## src/rtl/fpfa_pkg.sv

```systemverilog
package fpfa_pkg;

	localparam int AMT_W  = 16;
	localparam int PIDX_W = 4;

	localparam logic OP_LOAD  = 1'b0;
	localparam logic OP_ALLOC = 1'b1;

	localparam logic [1:0] FIT_WORST = 2'd0;
	localparam logic [1:0] FIT_FIRST = 2'd1;
	localparam logic [1:0] FIT_BEST  = 2'd2;

	localparam logic [0:0] REG_FIT_MODE = 1'd0;
	localparam logic [0:0] REG_ACTIVE   = 1'd1;

	localparam logic [1:0] FIT_MODE_RST = FIT_FIRST;
	localparam logic [4:0] ACTIVE_RST   = 5'd16;

	typedef struct packed {
		logic              is_alloc;
		logic              load_ok;
		logic [PIDX_W-1:0] part_index;
		logic [AMT_W-1:0]  amount;
	} item_t;

	typedef struct packed {
		logic  valid;
		item_t item;
	} queue_head_t;

endpackage

```

## src/rtl/fpfa_ram.sv

```systemverilog
module fpfa_ram #(
	parameter int WIDTH = 16,
	parameter int DEPTH = 16
) (
	input  logic                     clk,
	input  logic                     we,
	input  logic [$clog2(DEPTH)-1:0] waddr,
	input  logic [WIDTH-1:0]         wdata,
	input  logic [$clog2(DEPTH)-1:0] raddr,
	output logic [WIDTH-1:0]         rdata
);

	logic [WIDTH-1:0] mem_q [DEPTH];
	logic [WIDTH-1:0] rdata_q;

	always_ff @(posedge clk) begin
		if (we) begin
			mem_q[waddr] <= wdata;
		end
		rdata_q <= mem_q[raddr];
	end

	assign rdata = rdata_q;

endmodule

```

## src/rtl/fpfa_front.sv

```systemverilog
module fpfa_front
	import fpfa_pkg::*;
#(
	parameter int PARTITIONS = 16
) (
	input  logic                clk,
	input  logic                arst_n,
	input  logic                s_tvalid,
	output logic                s_tready,
	input  logic                s_tuser,
	input  logic [23:0]         s_tdata,
	input  logic                pop,
	output queue_head_t         head
);

	item_t      entries_q [2];
	logic       wr_ptr_q;
	logic       rd_ptr_q;
	logic [1:0] cnt_q;
	item_t      item_in;
	logic       push;
	logic       do_pop;

	// Classify: decode the kind and range-check the load target.
	always_comb begin
		item_in.is_alloc   = (s_tuser == OP_ALLOC);
		item_in.part_index = s_tdata[PIDX_W-1:0];
		item_in.amount     = s_tdata[PIDX_W+AMT_W-1:PIDX_W];
		item_in.load_ok    = (s_tuser == OP_LOAD) &&
			(32'(s_tdata[PIDX_W-1:0]) < PARTITIONS);
	end

	assign s_tready = (cnt_q != 2'd2);
	assign push     = s_tvalid && s_tready;
	assign do_pop   = pop && (cnt_q != 2'd0);

	always_ff @(posedge clk) begin
		if (push) begin
			entries_q[wr_ptr_q] <= item_in;
		end
	end

	always_ff @(posedge clk or negedge arst_n) begin
		if (!arst_n) begin
			wr_ptr_q <= 1'b0;
			rd_ptr_q <= 1'b0;
			cnt_q    <= 2'd0;
		end else begin
			if (push) begin
				wr_ptr_q <= ~wr_ptr_q;
			end
			if (do_pop) begin
				rd_ptr_q <= ~rd_ptr_q;
			end
			case ({push, do_pop})
				2'b10:   cnt_q <= cnt_q + 2'd1;
				2'b01:   cnt_q <= cnt_q - 2'd1;
				default: cnt_q <= cnt_q;
			endcase
		end
	end

	assign head.valid = (cnt_q != 2'd0);
	assign head.item  = entries_q[rd_ptr_q];

endmodule

```

## src/rtl/fpfa_back.sv

```systemverilog
module fpfa_back
	import fpfa_pkg::*;
#(
	parameter int PARTITIONS = 16,
	parameter int SIZE_BITS  = 16
) (
	input  logic        clk,
	input  logic        arst_n,
	input  queue_head_t head,
	output logic        pop,
	input  logic [1:0]  fit_mode,
	input  logic [4:0]  active_partitions,
	output logic        m_tvalid,
	input  logic        m_tready,
	output logic        m_tuser,
	output logic [39:0] m_tdata
);

	localparam int IDX_W = $clog2(PARTITIONS);
	localparam int CNT_W = $clog2(PARTITIONS + 1);
	localparam int LIM_W = (CNT_W > 5) ? CNT_W : 5;
	localparam int CMP_W = (SIZE_BITS > AMT_W) ? SIZE_BITS : AMT_W;

	typedef enum logic [1:0] {
		ST_IDLE,
		ST_SCAN,
		ST_DONE
	} state_t;

	state_t               state_q;
	logic [CNT_W-1:0]     k_q;
	logic                 rd_vld_s1;
	logic [IDX_W-1:0]     k_s1;
	logic [AMT_W-1:0]     req_q;
	logic                 found_q;
	logic [IDX_W-1:0]     pick_q;
	logic [CMP_W-1:0]     best_q;
	logic [SIZE_BITS-1:0] best_size_q;
	logic                 used_q [PARTITIONS];

	logic                 out_vld_q;
	logic                 out_granted_q;
	logic [PIDX_W-1:0]    out_idx_q;
	logic [AMT_W-1:0]     out_size_q;
	logic [AMT_W-1:0]     out_left_q;

	logic [LIM_W-1:0]     lim;
	logic                 issue;
	logic                 load_we;
	logic [SIZE_BITS-1:0] ram_rdata;
	logic [CMP_W-1:0]     sz_ext;
	logic [CMP_W-1:0]     left;
	logic                 hit;
	logic                 take;
	logic                 out_free;

	assign lim = (LIM_W'(active_partitions) > LIM_W'(PARTITIONS)) ?
		LIM_W'(PARTITIONS) : LIM_W'(active_partitions);

	assign pop      = (state_q == ST_IDLE) && head.valid;
	assign load_we  = pop && !head.item.is_alloc && head.item.load_ok;
	assign issue    = (state_q == ST_SCAN) && (LIM_W'(k_q) < lim) &&
		!((fit_mode != FIT_WORST) && (fit_mode != FIT_BEST) && found_q);
	assign out_free = !out_vld_q || m_tready;

	fpfa_ram #(
		.WIDTH(SIZE_BITS),
		.DEPTH(PARTITIONS)
	) u_sizes (
		.clk  (clk),
		.we   (load_we),
		.waddr(IDX_W'(head.item.part_index)),
		.wdata(SIZE_BITS'(head.item.amount)),
		.raddr(k_q[IDX_W-1:0]),
		.rdata(ram_rdata)
	);

	// Compare the partition read last cycle against the request.
	always_comb begin
		sz_ext = CMP_W'(ram_rdata);
		left   = sz_ext - CMP_W'(req_q);
		hit    = rd_vld_s1 && !used_q[k_s1] && (sz_ext >= CMP_W'(req_q));
		take   = hit && (!found_q ||
			((fit_mode == FIT_WORST) && (left > best_q)) ||
			((fit_mode == FIT_BEST) && (left < best_q)));
	end

	always_ff @(posedge clk) begin
		if (pop && head.item.is_alloc) begin
			req_q <= head.item.amount;
		end
		k_s1 <= k_q[IDX_W-1:0];
		if (take) begin
			pick_q      <= k_s1;
			best_q      <= left;
			best_size_q <= ram_rdata;
		end
	end

	always_ff @(posedge clk or negedge arst_n) begin
		if (!arst_n) begin
			state_q       <= ST_IDLE;
			k_q           <= '0;
			rd_vld_s1     <= 1'b0;
			found_q       <= 1'b0;
			out_vld_q     <= 1'b0;
			out_granted_q <= 1'b0;
			out_idx_q     <= '0;
			out_size_q    <= '0;
			out_left_q    <= '0;
			for (int i = 0; i < PARTITIONS; i++) begin
				used_q[i] <= 1'b0;
			end
		end else begin
			// In the done state a drained result is replaced by the next one below.
			if (out_vld_q && m_tready && (state_q != ST_DONE)) begin
				out_vld_q <= 1'b0;
			end
			rd_vld_s1 <= issue;
			if (issue) begin
				k_q <= k_q + CNT_W'(1);
			end
			if (take) begin
				found_q <= 1'b1;
			end
			case (state_q)
				ST_IDLE: begin
					if (pop) begin
						if (head.item.is_alloc) begin
							k_q     <= '0;
							found_q <= 1'b0;
							state_q <= ST_SCAN;
						end else if (head.item.load_ok) begin
							used_q[IDX_W'(head.item.part_index)] <= 1'b0;
						end
					end
				end
				ST_SCAN: begin
					if (!issue) begin
						state_q <= ST_DONE;
					end
				end
				ST_DONE: begin
					if (out_free) begin
						out_vld_q     <= 1'b1;
						out_granted_q <= found_q;
						out_idx_q     <= found_q ? PIDX_W'(pick_q) : '0;
						out_size_q    <= found_q ? AMT_W'(best_size_q) : '0;
						out_left_q    <= found_q ? AMT_W'(best_q) : '0;
						if (found_q) begin
							used_q[pick_q] <= 1'b1;
						end
						state_q <= ST_IDLE;
					end
				end
				default: state_q <= ST_IDLE;
			endcase
		end
	end

	assign m_tvalid = out_vld_q;
	assign m_tuser  = out_granted_q;
	assign m_tdata  = {4'd0, out_left_q, out_size_q, out_idx_q};

`ifndef ASSERT_OFF
	a_result_from_done: assert property (@(posedge clk) disable iff (!arst_n)
		$rose(out_vld_q) |-> $past(state_q == ST_DONE))
		else $error("result appeared outside the done state");

	a_pick_marked_used: assert property (@(posedge clk) disable iff (!arst_n)
		(state_q == ST_DONE && out_free && found_q) |=> used_q[$past(pick_q)])
		else $error("granted partition not marked used");

	a_fail_zero_fields: assert property (@(posedge clk) disable iff (!arst_n)
		(out_vld_q && !out_granted_q) |->
		(out_idx_q == '0 && out_size_q == '0 && out_left_q == '0))
		else $error("failed allocation carries nonzero fields");

	a_scan_in_range: assert property (@(posedge clk) disable iff (!arst_n)
		(state_q == ST_SCAN) |-> (LIM_W'(k_q) <= lim))
		else $error("scan counter beyond partition limit");
`endif

endmodule

```

## src/rtl/fixed_partition_fit_allocator_core.sv

```systemverilog
// Fixed partition fit allocator.
// Input stream (s_*): s_tuser is the opcode (0 load, 1 allocate). A load transfer
// writes a partition size and frees that partition; an allocate transfer carries
// a request size and yields one result transfer on the output stream (m_*).
// Output stream: m_tuser is the granted flag; m_tdata carries index, size and
// leftover of the chosen partition, all zero on a failed allocation.
// Placement policy and the number of scanned partitions come from the write
// port (cfg_*); write it only while the block is idle.
// Operation: a load is applied in the back end as it is popped from the queue.
// An allocate is popped from the queue, then each scanned partition passes a
// registered size read and goes through the single compare unit, and the result
// is posted from the done state. First fit stops early at the first match.
// A two-entry queue decouples input from the scanner, so new transfers are taken
// while a scan runs or a result waits. When the receiver stalls, the result is
// held in the output register and the scanner waits before posting the next one.
// Reset clears every used flag, sets first fit and 16 partitions. Sizes are
// undefined until loaded.
module fixed_partition_fit_allocator_core
	import fpfa_pkg::*;
#(
	parameter int PARTITIONS = 16,
	parameter int SIZE_BITS  = 16
) (
	input  logic        clk,
	input  logic        arst_n,
	input  logic        s_tvalid,
	output logic        s_tready,
	input  logic        s_tuser,   // opcode
	input  logic [23:0] s_tdata,   // part_index[3:0], amount[19:4], zero pad
	output logic        m_tvalid,
	input  logic        m_tready,
	output logic        m_tuser,   // granted
	output logic [39:0] m_tdata,   // chosen_index[3:0], chosen_size[19:4],
	                               // leftover[35:20], zero pad
	input  logic        cfg_we,
	input  logic [0:0]  cfg_index,
	input  logic [4:0]  cfg_wdata
);

	logic [1:0]  fit_mode_q;
	logic [4:0]  active_q;
	queue_head_t head;
	logic        pop;

	// Hold the configuration registers; writes take effect at once.
	always_ff @(posedge clk or negedge arst_n) begin
		if (!arst_n) begin
			fit_mode_q <= FIT_MODE_RST;
			active_q   <= ACTIVE_RST;
		end else if (cfg_we) begin
			case (cfg_index)
				REG_FIT_MODE: fit_mode_q <= cfg_wdata[1:0];
				REG_ACTIVE:   active_q   <= cfg_wdata;
				default:      active_q   <= active_q;
			endcase
		end
	end

	// Front: accept and classify transfers, queue them for the scanner.
	fpfa_front #(
		.PARTITIONS(PARTITIONS)
	) u_front (
		.clk     (clk),
		.arst_n  (arst_n),
		.s_tvalid(s_tvalid),
		.s_tready(s_tready),
		.s_tuser (s_tuser),
		.s_tdata (s_tdata),
		.pop     (pop),
		.head    (head)
	);

	// Back: apply loads, scan partitions for allocations, post results.
	fpfa_back #(
		.PARTITIONS(PARTITIONS),
		.SIZE_BITS (SIZE_BITS)
	) u_back (
		.clk              (clk),
		.arst_n           (arst_n),
		.head             (head),
		.pop              (pop),
		.fit_mode         (fit_mode_q),
		.active_partitions(active_q),
		.m_tvalid         (m_tvalid),
		.m_tready         (m_tready),
		.m_tuser          (m_tuser),
		.m_tdata          (m_tdata)
	);

endmodule
```

## config.mk

```make
export PLATFORM = sky130hd
export DESIGN_NAME = fixed_partition_fit_allocator_core
export DESIGN_NICKNAME = d
export VERILOG_FILES = /design/src/rtl/fpfa_pkg.sv /design/src/rtl/fpfa_ram.sv /design/src/rtl/fpfa_front.sv /design/src/rtl/fpfa_back.sv /design/src/rtl/fixed_partition_fit_allocator_core.sv
export SDC_FILE = /design/constraint.sdc
export NUM_CORES = 1
export LEC_CHECK = 0
export ABC_AREA = 1
export BUFFER_PORTS_ARGS = -buffer_cell sky130_fd_sc_hd__buf_2
export CAP_MARGIN = 30
export CORE_UTILIZATION = 57
export CTS_CLUSTER_SIZE = 40
export DETAILED_ROUTE_END_ITERATION = 8
export PLACE_DENSITY = 0.87
export SETUP_SLACK_MARGIN = 0.3
export SYNTH_ARGS = -nofsm -noshare
export SYNTH_HDL_FRONTEND = slang
export SYNTH_SLANG_ARGS = --single-unit
```

## constraint.sdc

```tcl
create_clock -name clk -period 10.45 [get_ports clk]
set_input_delay 0.5225 -clock clk [delete_from_list [all_inputs] [get_ports clk]]
set_output_delay 0.5225 -clock clk [all_outputs]
set_load 0.02 [all_outputs]
```

==> metrics.cfg, run 1 <==
[routing]
num_vias=12200
dr.pass1.iters=5
drt_iter0_markers=1273
route.detailed.drc=0
routed_via_density=6.05
finalWirelength_microns=39700
ant_nets=0
wl_per_cell_microns=19.7

[flow_run]
maxCapViolCount=0

[grt]
antenna_found_initial=1
grt_overflow_total=0
grt_max_degree=79
grtUsageTotal_pct=24.5
grt_pass1_wl_microns=62200
grt_pass1_vias=12000

[yosys]
ys_ff_latch=446
synthTopCellsByArea=edfxtp_1, dfrtp_1, o21ai_0
synthArstFlopShare_pct=16.6
syn_area_sq_um=18200
netlist_instances=1507
synth_common_cells=edfxtp_1, nand2_1, o21ai_0
ys_seq_area_share_pct=70.6
synth_edf_count=352
netlist.area_leader.share_pct=58.2
yosys_warnings=0
syn_area_per_cell_sq_um=12.1
synth_top_area_cell=edfxtp_1
synth.distinct_cells=42
synth.most_common_cell=edfxtp_1
synth_flop_cell=edfxtp_1

[setup_path]
crit_arrival_ns=4.43
cp_data_required_time_ns=10.69
path_class=register to register
cp-start-kind=register
worstRegToRegCells=24
endpoint_kind=register
path_max_fanout=20

[cts]
h-tree-depth=2
post_cts_buffers=0
cts-buffers-inserted=44
cts_root_buffer=clkbuf_16
cts_hold_buffers=0
clkTransAtPathRegs_ns=0.06
clkLatencyLatePin_ns=0.54
clk_path_buf_depth=3
cts_resized=0
cts_tree=built
numClockSinks=446

[placed_design]
dp_cells=1931
dp_hpwl_microns=24200
port_buffers=70
gp_congestion=0.887

[layout]
drive_gt1_share_pct=12.2
syn2layout_area_growth_pct=12.6
nets=1657
stdcell_count=2013
nFillCells=2059
antenna_cells=0

[die]
die_height_microns=181
die_area_sq_um=32600
num_io_pins=79
core-area_sq_um=31000
start_util_pct=58.6
rows=64
die_w_microns=181

[sta]
final-max-slew-violation-count=0
fin_setup_tns_ns=0
worst-slew-pin-transition_ns=1.09
setup_viol=0
finalHoldViolCount=0
fin_crit_sh_pct=40.1
rsz0062_at_grt=false
fmax_mhz=239
post-route-min-period_ns=4.19
max_slew_margin_pct=27.2
finClkSkew_ns=0.0155
hold_ws_ns=0.131

[outcome]
status=completed

[power]
finalPower_mw=6.48
leakagePower_nw=7.80
ir_worst_vdd_v=0.000188
power_density_nw_per_um2=317

[hold_path]
holdCritPathClass=input pin to async pin

path summary, 6_finish.rpt:
kind / startpoint / slack (ns) / to
min: arst_n / 0.13 / u_back.out_idx_q[0]
min reg2reg: u_back.u_sizes.rdata[0] / 0.44 / u_back.best_size_q[0]
max in group asynchronous: arst_n / 9.65 / u_back.k_q[0]
max reg2reg: u_back.u_sizes.rdata[0] / 6.26 / u_back.best_size_q[1]
min in group clk: s_tdata[18] / 0.17 / u_front.entries_q[0][14]
max: u_back.u_sizes.rdata[0] / 6.26 / u_back.best_size_q[1]
placed cells by master (no fill, tap or decap), types with 38 or more instances in the layout:
cell type / netlist / routed
edfxtp_1: 352 / 352
nand2_1: 242 / 242
o221ai_1: 49 / 49
ha_1: 38 / 38
clkbuf_16: 0 / 45
nor2_1: 177 / 171
inv_1: 100 / 98
buf_2: 10 / 69
o21ai_0: 185 / 185
dfrtp_1: 72 / 71
nand3_1: 52 / 52
flip-flops by register name, summed over array words and instances (netlist names):
register	cells
u_back.best_q	16
u_back.rd_vld_s1	1
u_front.rd_ptr_q	1
u_back.m_tvalid	1
u_back.k_q	5
u_back.best_size_q	16
u_front.cnt_q	2
u_back.u_sizes.mem_q	256
u_back.u_sizes.rdata	16
fit_mode_q	2
u_back.out_left_q	16
u_back.used_q	16
u_front.entries_q	44
u_back.m_tuser	1
u_back.k_s1	4
u_back.state_q	2
u_front.wr_ptr_q	1
u_back.out_idx_q	4
active_q	5
u_back.pick_q	4
u_back.req_q	16
u_back.out_size_q	16
u_back.found_q	1
metrics by stage:
stage	instance area, sq um	util, %	setup WS (ns)
2_1_floorplan	18200	-	5.91
3_3_place_gp	18800	60.8	6.27
3_5_place_dp	19100	61.5	6.15
4_1_cts	20400	65.9	6.13
5_1_grt	20500	66.0	5.94
6_report	20500	66.0	6.26
report_power, final:
group / internal [mW] / switching [mW]
clock: 0.845 / 0.639
combinational: 0.695 / 1.62
sequential: 2.49 / 0.186
metal layers:
| layer | GRT usage (%) | up-vias | share of wire (%) |
|---|---|---|---|
| met5 | 0 | - | 0.033 |
| met4 | 10.7 | 2 | 3.3 |
| met3 | 3.92 | 106 | 9.2 |
| met2 | 40.7 | 726 | 49 |
| met1 | 32.0 | 5862 | 39 |
| li1 | - | 5490 | - |
area by class of cell:
type,count,area (sq um),share of cell area (%)
flip-flops and latches,446,12800,62.7
multi-input cells,887,4660,22.8
clock buffers,60,1220,5.98
repair buffers,98,718,3.51
well taps,396,495,2.42
inverters,105,395,1.93
clock inverters,21,135,0.661
kinds of logic (layout without fill, tap and decap cells):
group / after synthesis / after routing / share of synthesized area (%)
other: 1 / 4 / 0.0206
adders and majority gates: 39 / 39 / 2.73
xor gates and xnor gates: 16 / 16 / 0.771
muxes: 2 / 2 / 0.124
buffers and inverters: 177 / 284 / 3.93
DFF: 446 / 446 / 70.6
AOI/OAI and AO/OA: 324 / 324 / 10.5
and+or+nand+nor: 502 / 502 / 11.3
critical path: stages, from the launching register on:
cell and delay, ns:
dfxtp_1 0.31, inv_1 0.05, ha_1 0.14, inv_1 0.06
fa_1 0.46, nand3_1 0.12, nand2_1 0.14, a21oi_1 0.36
inv_1 0.09, nand3b_1 0.13, nand2_1 0.06, nand2_1 0.07
nand2_1 0.07, ha_1 0.27, nand2_1 0.06, nor2_1 0.19
nand2_1 0.10, nor2_1 0.14, nand2_1 0.12, inv_1 0.07
nor2_1 0.04, nor2_1 0.08, nor2_1 0.07, nor2_4 0.46
buf_16 0.23
Note: power is estimated with default switching activity, not from simulation.
==> run 2: changes to the inputs <==
Settings changed: CORE_UTILIZATION 57 to 55.
Clock period 10.45 ns to 3.65 ns, I/O delays scaled along.
==> run 2 against run 1 <==
Clock skew is 0.0057 ns higher; critical path depth stayed put; via count is 2.1% higher; fmax is 19% higher; die area is 3.6% higher; combinational power grew to 3.2 times the previous value; design area is 2.9% higher; sequential cell count stayed put; non-clock buffer count is 52 higher.
==> metrics.cfg, run 2 (synthesis gave the netlist of run 1 again) <==
[cts]
cts-buffers-inserted=43
numClockSinks=446
clk_path_buf_depth=3
cts_root_buffer=clkbuf_16
clkTransAtPathRegs_ns=0.07
h-tree-depth=2
clkLatencyLatePin_ns=0.56
cts_tree=built

[routing]
ant_nets=0
dr.pass1.iters=6
route.detailed.drc=0
drt_iter0_markers=1547
wl_met1_microns=15900
wl_met3_microns=3520
wl_met2_microns=19600
num_vias=12400
wl_per_cell_microns=19.2
top_layer=met4
routed_via_density=5.90
finalWirelength_microns=40600

[power]
share_seq_of_total_power_pct=39.7
power_density_nw_per_um2=916
switching_share_pct=38.3
pwr-share-clk_pct=22.1
intPower_mw=11.9
leakagePower_nw=8.03
power.switching_mw=7.38
finalPower_mw=19.3
p_comb_share_pct=38.2
ir_worst_vdd_v=0.000502

[die]
num_io_pins=79
start_util_pct=55.8
die_area_sq_um=33800
rows=66
die_w_microns=184
die_height_microns=184
core-area_sq_um=32500

[placed_design]
dp_hpwl_microns=24100
port_buffers=70
gp_congestion=0.914
place_area_sq_um=19100
dp_cells=1984
place_ws_ns=0.146

[setup_path]
crit_top_cell=nor2_2
path_max_fanout=5
path_cells=ha_4 -> inv_2 -> fa_2 -> nand3_4 -> nand2_4 -> a21oi_4 -> inv_1 -> nand3b_1 -> nand2_1 -> nand2_1 -> nand2_2 -> ha_4 -> nand2_4 -> nor2_4 -> nand2_2 -> nor2_2 -> nand2_1 -> inv_2 -> nor2_2 -> nor2_2 -> nor2_2 -> nor2_4 -> buf_6 -> clkbuf_16
path_class=register to register
critPathTopFamily=simple AND/OR/NAND/NOR gates
cp_data_required_time_ns=3.92
crit_arrival_ns=3.77
critPathBufInv=5
critPathMaxStageDelay_ns=0.42
endpoint_kind=register
cp-start-kind=register
cp_slowest_cell=fa_2
rrSetupSlack_ns=0.14

[sta]
worst-slew-pin-transition_ns=1.01
rsz0062_at_grt=true
fmax_mhz=285
finClkSkew_ns=0.0211
finalHoldViolCount=0
setup_viol=0
post-route-min-period_ns=3.51
max_slew_margin_pct=32.3
final-max-slew-violation-count=0
setup_slack_ns=0.144
fin_crit_sh_pct=96.1

[layout]
largest_registers=u_back.u_sizes.mem_q (256), u_front.entries_q (44)
drive_gt1_share_pct=14.7
syn2layout_area_growth_pct=15.9
mostFrequentLayoutCells=edfxtp_1, nand2_1, o21ai_0, nor2_1, inv_1
antenna_cells=0
layout_commonest_cell=edfxtp_1
stdcell_area_sq_um=21000
stdcell_count=2109
nets=1708
largest_reg_flops=256
top_register=u_back.u_sizes.mem_q
final_util_pct=64.7

[grt]
grt_overflow_total=0
grt_max_degree=90
grtUsageTotal_pct=23.9
grt_pass1_wl_microns=62400
grt_pass1_vias=12100
antenna_found_initial=0

[outcome]
status=completed

[flow_run]
maxCapViolCount=0

[hold_path]
holdCritPathClass=input pin to register

run 2: cell count changes in the layout (fill, tap and decap cells not counted), moves of 3 or more:
cell / delta
dlygate4sd3_1: +32
buf_4: +26
buf_8: -9
ha_1: -5
a21oi_1: -4
clkbuf_1: -4
ha_4: +4
nand2_1: -4
nor2_1: -4
a21oi_2: +3
buf_6: +3
inv_2: +3
nor2_2: +3
run 2: stage by stage:
| stage | setup TNS, ns | hold WS [ns] |
|---|---|---|
| global placement | 0 | 0.359 |
| CTS | 0 | 0.0111 |
| detailed placement | 0 | 0.369 |
| finish | 0 | 0.0528 |
| global route | -0.419 | 0.0865 |
| floorplan | 0 | -0.113 |
run 2: final cells by class:
type	instances	area, sq um
multi-input combinational	887	4800
sequential	446	12800
clock buffer	53	1150
fill	2240	11500
inverter	105	394
clock inverter	26	193
tap	442	553
timing repair buffer	150	1120
run 2: what timing repair did:
action                     in CTS  in global routing
setup buffers                   5                  7
gates resized for setup         6                 30
setup endpoints to repair      36                 36
pin swaps                       4                 19
hold endpoints to repair      126                  0
hold buffers                   32                  0
gates cloned                    1                  1
run 2: final timing paths:
| path | from | cells past startpoint | endpoint |
|---|---|---|---|
| max | u_back.req_q[0] | 24 | u_back.best_size_q[11] |
| max reg2reg | u_back.req_q[0] | 24 | u_back.best_size_q[11] |
| min reg2reg | u_back.u_sizes.rdata[11] | 0 | u_back.best_size_q[11] |
| min in group asynchronous | arst_n | 2 | u_back.out_idx_q[0] |
| max in group asynchronous | arst_n | 2 | u_back.k_q[0] |
| min | cfg_index | 5 | fit_mode_q[1] |
run 2: power by group through the flow:
stage | logic (mW) | clock network [mW] | registers, mW
2_1_floorplan | 4.43 | 0 | 7.77
3_3_place_gp | 6.18 | 0 | 7.68
3_5_place_dp | 6.56 | 0 | 7.72
4_1_cts | 6.83 | 4.30 | 7.63
5_1_grt | 8.10 | 4.49 | 7.74
6_report | 7.37 | 4.26 | 7.66
run 2: per-layer routing:
layer,up-vias,track usage (%)
met1,5977,31.1
met3,139,3.53
li1,5597,-
met2,729,40.1
met5,-,0
met4,0,10.4
run 2: worst register-to-register path: cells and delay by family, from the launching register on:
family | cells | cell delay, ns
AO/OA/AOI/OAI | 1 | 0.18
AND/OR/NAND/NOR | 15 | 1.37
buffers and inverters | 5 | 0.45
flip-flops | 1 | 0.39
adder cells (fa/ha/maj) | 3 | 0.85
==> run 3: changes to the inputs <==
Settings changed: BUFFER_PORTS_ARGS -buffer_cell sky130_fd_sc_hd__buf_2 to unset, CORE_UTILIZATION 55 to 57, DONT_BUFFER_PORTS set to 1.
==> run 3 against run 2 <==
Clock-buffer cell count stayed put; sequential share of layout area is 0.91 points higher; clock power is 2% lower; first-iteration DRC count fell by 26%; combinational power shrank 5.2%; clock skew grew 0.015 ns; register-to-register slack improved by 0.08 ns; core utilization is 2.2 points higher; largest cell class unchanged; fmax up 2.2%; largest power group unchanged; die area decreased by 3.5%; critical path depth is 1 lower; design area is 1.5% lower.
==> metrics.cfg, run 3 (synthesis gave the netlist of run 1 again) <==
[placed_design]
gp_congestion=0.881
place_area_sq_um=18700
port_buffers=0
dp_hpwl_microns=23500

[setup_path]
endpoint=u_back.pick_q[1]
path_class=register to register
reg2reg_from=u_back.req_q[0]
startpoint=u_back.req_q[0]
path_max_fanout=6
cp_data_required_time_ns=3.95
endpoint_kind=register
r2r_end=u_back.pick_q[1]
cp-start-kind=register
rrSetupSlack_ns=0.22
crit_arrival_ns=3.73
worstRegToRegCells=23

[routing]
route.detailed.drc=0
ant_nets=0
drt_iter0_markers=1149
wl_per_cell_microns=20.1
routed_via_density=6.01
dr.pass1.iters=7
finalWirelength_microns=40100
num_vias=12000

[layout]
mostFrequentLayoutCells=edfxtp_1, nand2_1, o21ai_0, nor2_1, inv_1
largest_reg_flops=256
antenna_cells=0
nets=1638
regArea_sq_um=12800
top_register=u_back.u_sizes.mem_q
stdcell_area_sq_um=20700
drive_gt1_share_pct=11.1
layout_commonest_cell=edfxtp_1
largest_registers=u_back.u_sizes.mem_q (256), u_front.entries_q (44)
nFillCells=2036
syn2layout_area_growth_pct=14.2
multiInputGateArea_sq_um=4850
final_util_pct=66.9

[cts]
clkLatencyLatePin_ns=0.56
h-tree-depth=2
clk_path_buf_depth=3
cts-buffers-inserted=43
numClockSinks=446
cts_root_buffer=clkbuf_16
cts_tree=built
clkTransAtPathRegs_ns=0.06

[power]
power_density_nw_per_um2=921
leakagePower_nw=7.72
finalPower_mw=19.1
ir_worst_vdd_v=0.000461

[die]
num_io_pins=79
die_height_microns=181
die_area_sq_um=32600
die_w_microns=181
rows=64
start_util_pct=58.6
core-area_sq_um=31000

[sta]
post-route-min-period_ns=3.43
final-max-slew-violation-count=0
max_slew_margin_pct=33.5
hold_ws_ns=0.0138
rsz0062_at_grt=true
fin_setup_tns_ns=0
finClkSkew_ns=0.0363
fmax_mhz=292
setup_viol=0
finalHoldViolCount=0
worst-slew-pin-transition_ns=0.996
fin_crit_sh_pct=94.0

[outcome]
status=completed

[grt]
antenna_found_initial=0
grtUsageTotal_pct=24.1
grt_overflow_total=0
grt_pass1_wl_microns=61300
grt_max_degree=77
grt_pass1_vias=11500

[flow_run]
maxCapViolCount=0

[hold_path]
holdCritPathClass=input pin to register

[run 3: worst min path at each step]
stage	startpoint	to	slack, ns	depth (start not counted)
floorplan	arst_n	active_q[0]	-0.11	0
finish	s_tvalid	u_front.entries_q[0][19]	0.01	2
global placement	arst_n	u_back.out_idx_q[0]	-0.11	0
CTS	s_tvalid	u_front.entries_q[0][19]	0.005	2
global route	s_tvalid	u_front.entries_q[0][19]	0.03	2
detailed placement	arst_n	u_back.out_idx_q[3]	-0.11	0
[run 3: worst max-delay path: stages (launching register included)]
cell and delay [ns]:
edfxtp_1 0.40, ha_4 0.16, inv_4 0.04, fa_2 0.40, nand3_2 0.10, nand2_4 0.08, a21oi_4 0.17, inv_1 0.07
nand3b_1 0.11, nand2_1 0.06, nand2_1 0.08, nand2_2 0.08, ha_4 0.28, nand2_4 0.05, buf_4 0.13, a21oi_1 0.15
nor2_2 0.06, and2_1 0.15, nand4_1 0.07, nand2_1 0.07, nor2_2 0.13, nor2_4 0.05, buf_12 0.15, clkbuf_16 0.15
[run 3: stage by stage]
| step | worst slack, ns | instances |
|---|---|---|
| finish | 0.220 | 1994 |
| global route | 0.0109 | 1994 |
| CTS | 0.298 | 1982 |
| detailed placement | 0.204 | 1865 |
| global placement | 0.299 | 1864 |
| floorplan | 0.301 | 1510 |
[run 3: power by group]
| group | switching (mW) | internal, mW |
|---|---|---|
| logic | 4.69 | 2.30 |
| registers | 0.806 | 7.14 |
| clock network | 1.84 | 2.32 |
[run 3: final cells by class]
| cell class | count | area share (%) |
|---|---|---|
| timing repair buffer | 80 | 4.04 |
| multi-input combinational | 887 | 23.4 |
| tap | 396 | 2.39 |
| clock buffer | 53 | 5.52 |
| sequential | 446 | 61.9 |
| inverter | 105 | 1.91 |
| clock inverter | 27 | 0.869 |
[run 3: routing by layer]
metal / routed length, microns / vias up / GRT usage [%]
met4: 959 / 0 / 7.42
met3: 3640 / 82 / 4.61
met5: 0 / - / 0
li1: - / 5454 / -
met2: 19700 / 688 / 39.8
met1: 15700 / 5768 / 32.5
[run 3: repair_timing]
item                                   CTS  global route
resized for setup                        5            37
setup endpoints to repair               36            36
gates cloned                             0             4
endpoints found under the hold margin  128             0
hold buffers                            37             0
pin swaps                                0            20
setup buffers                            0             8
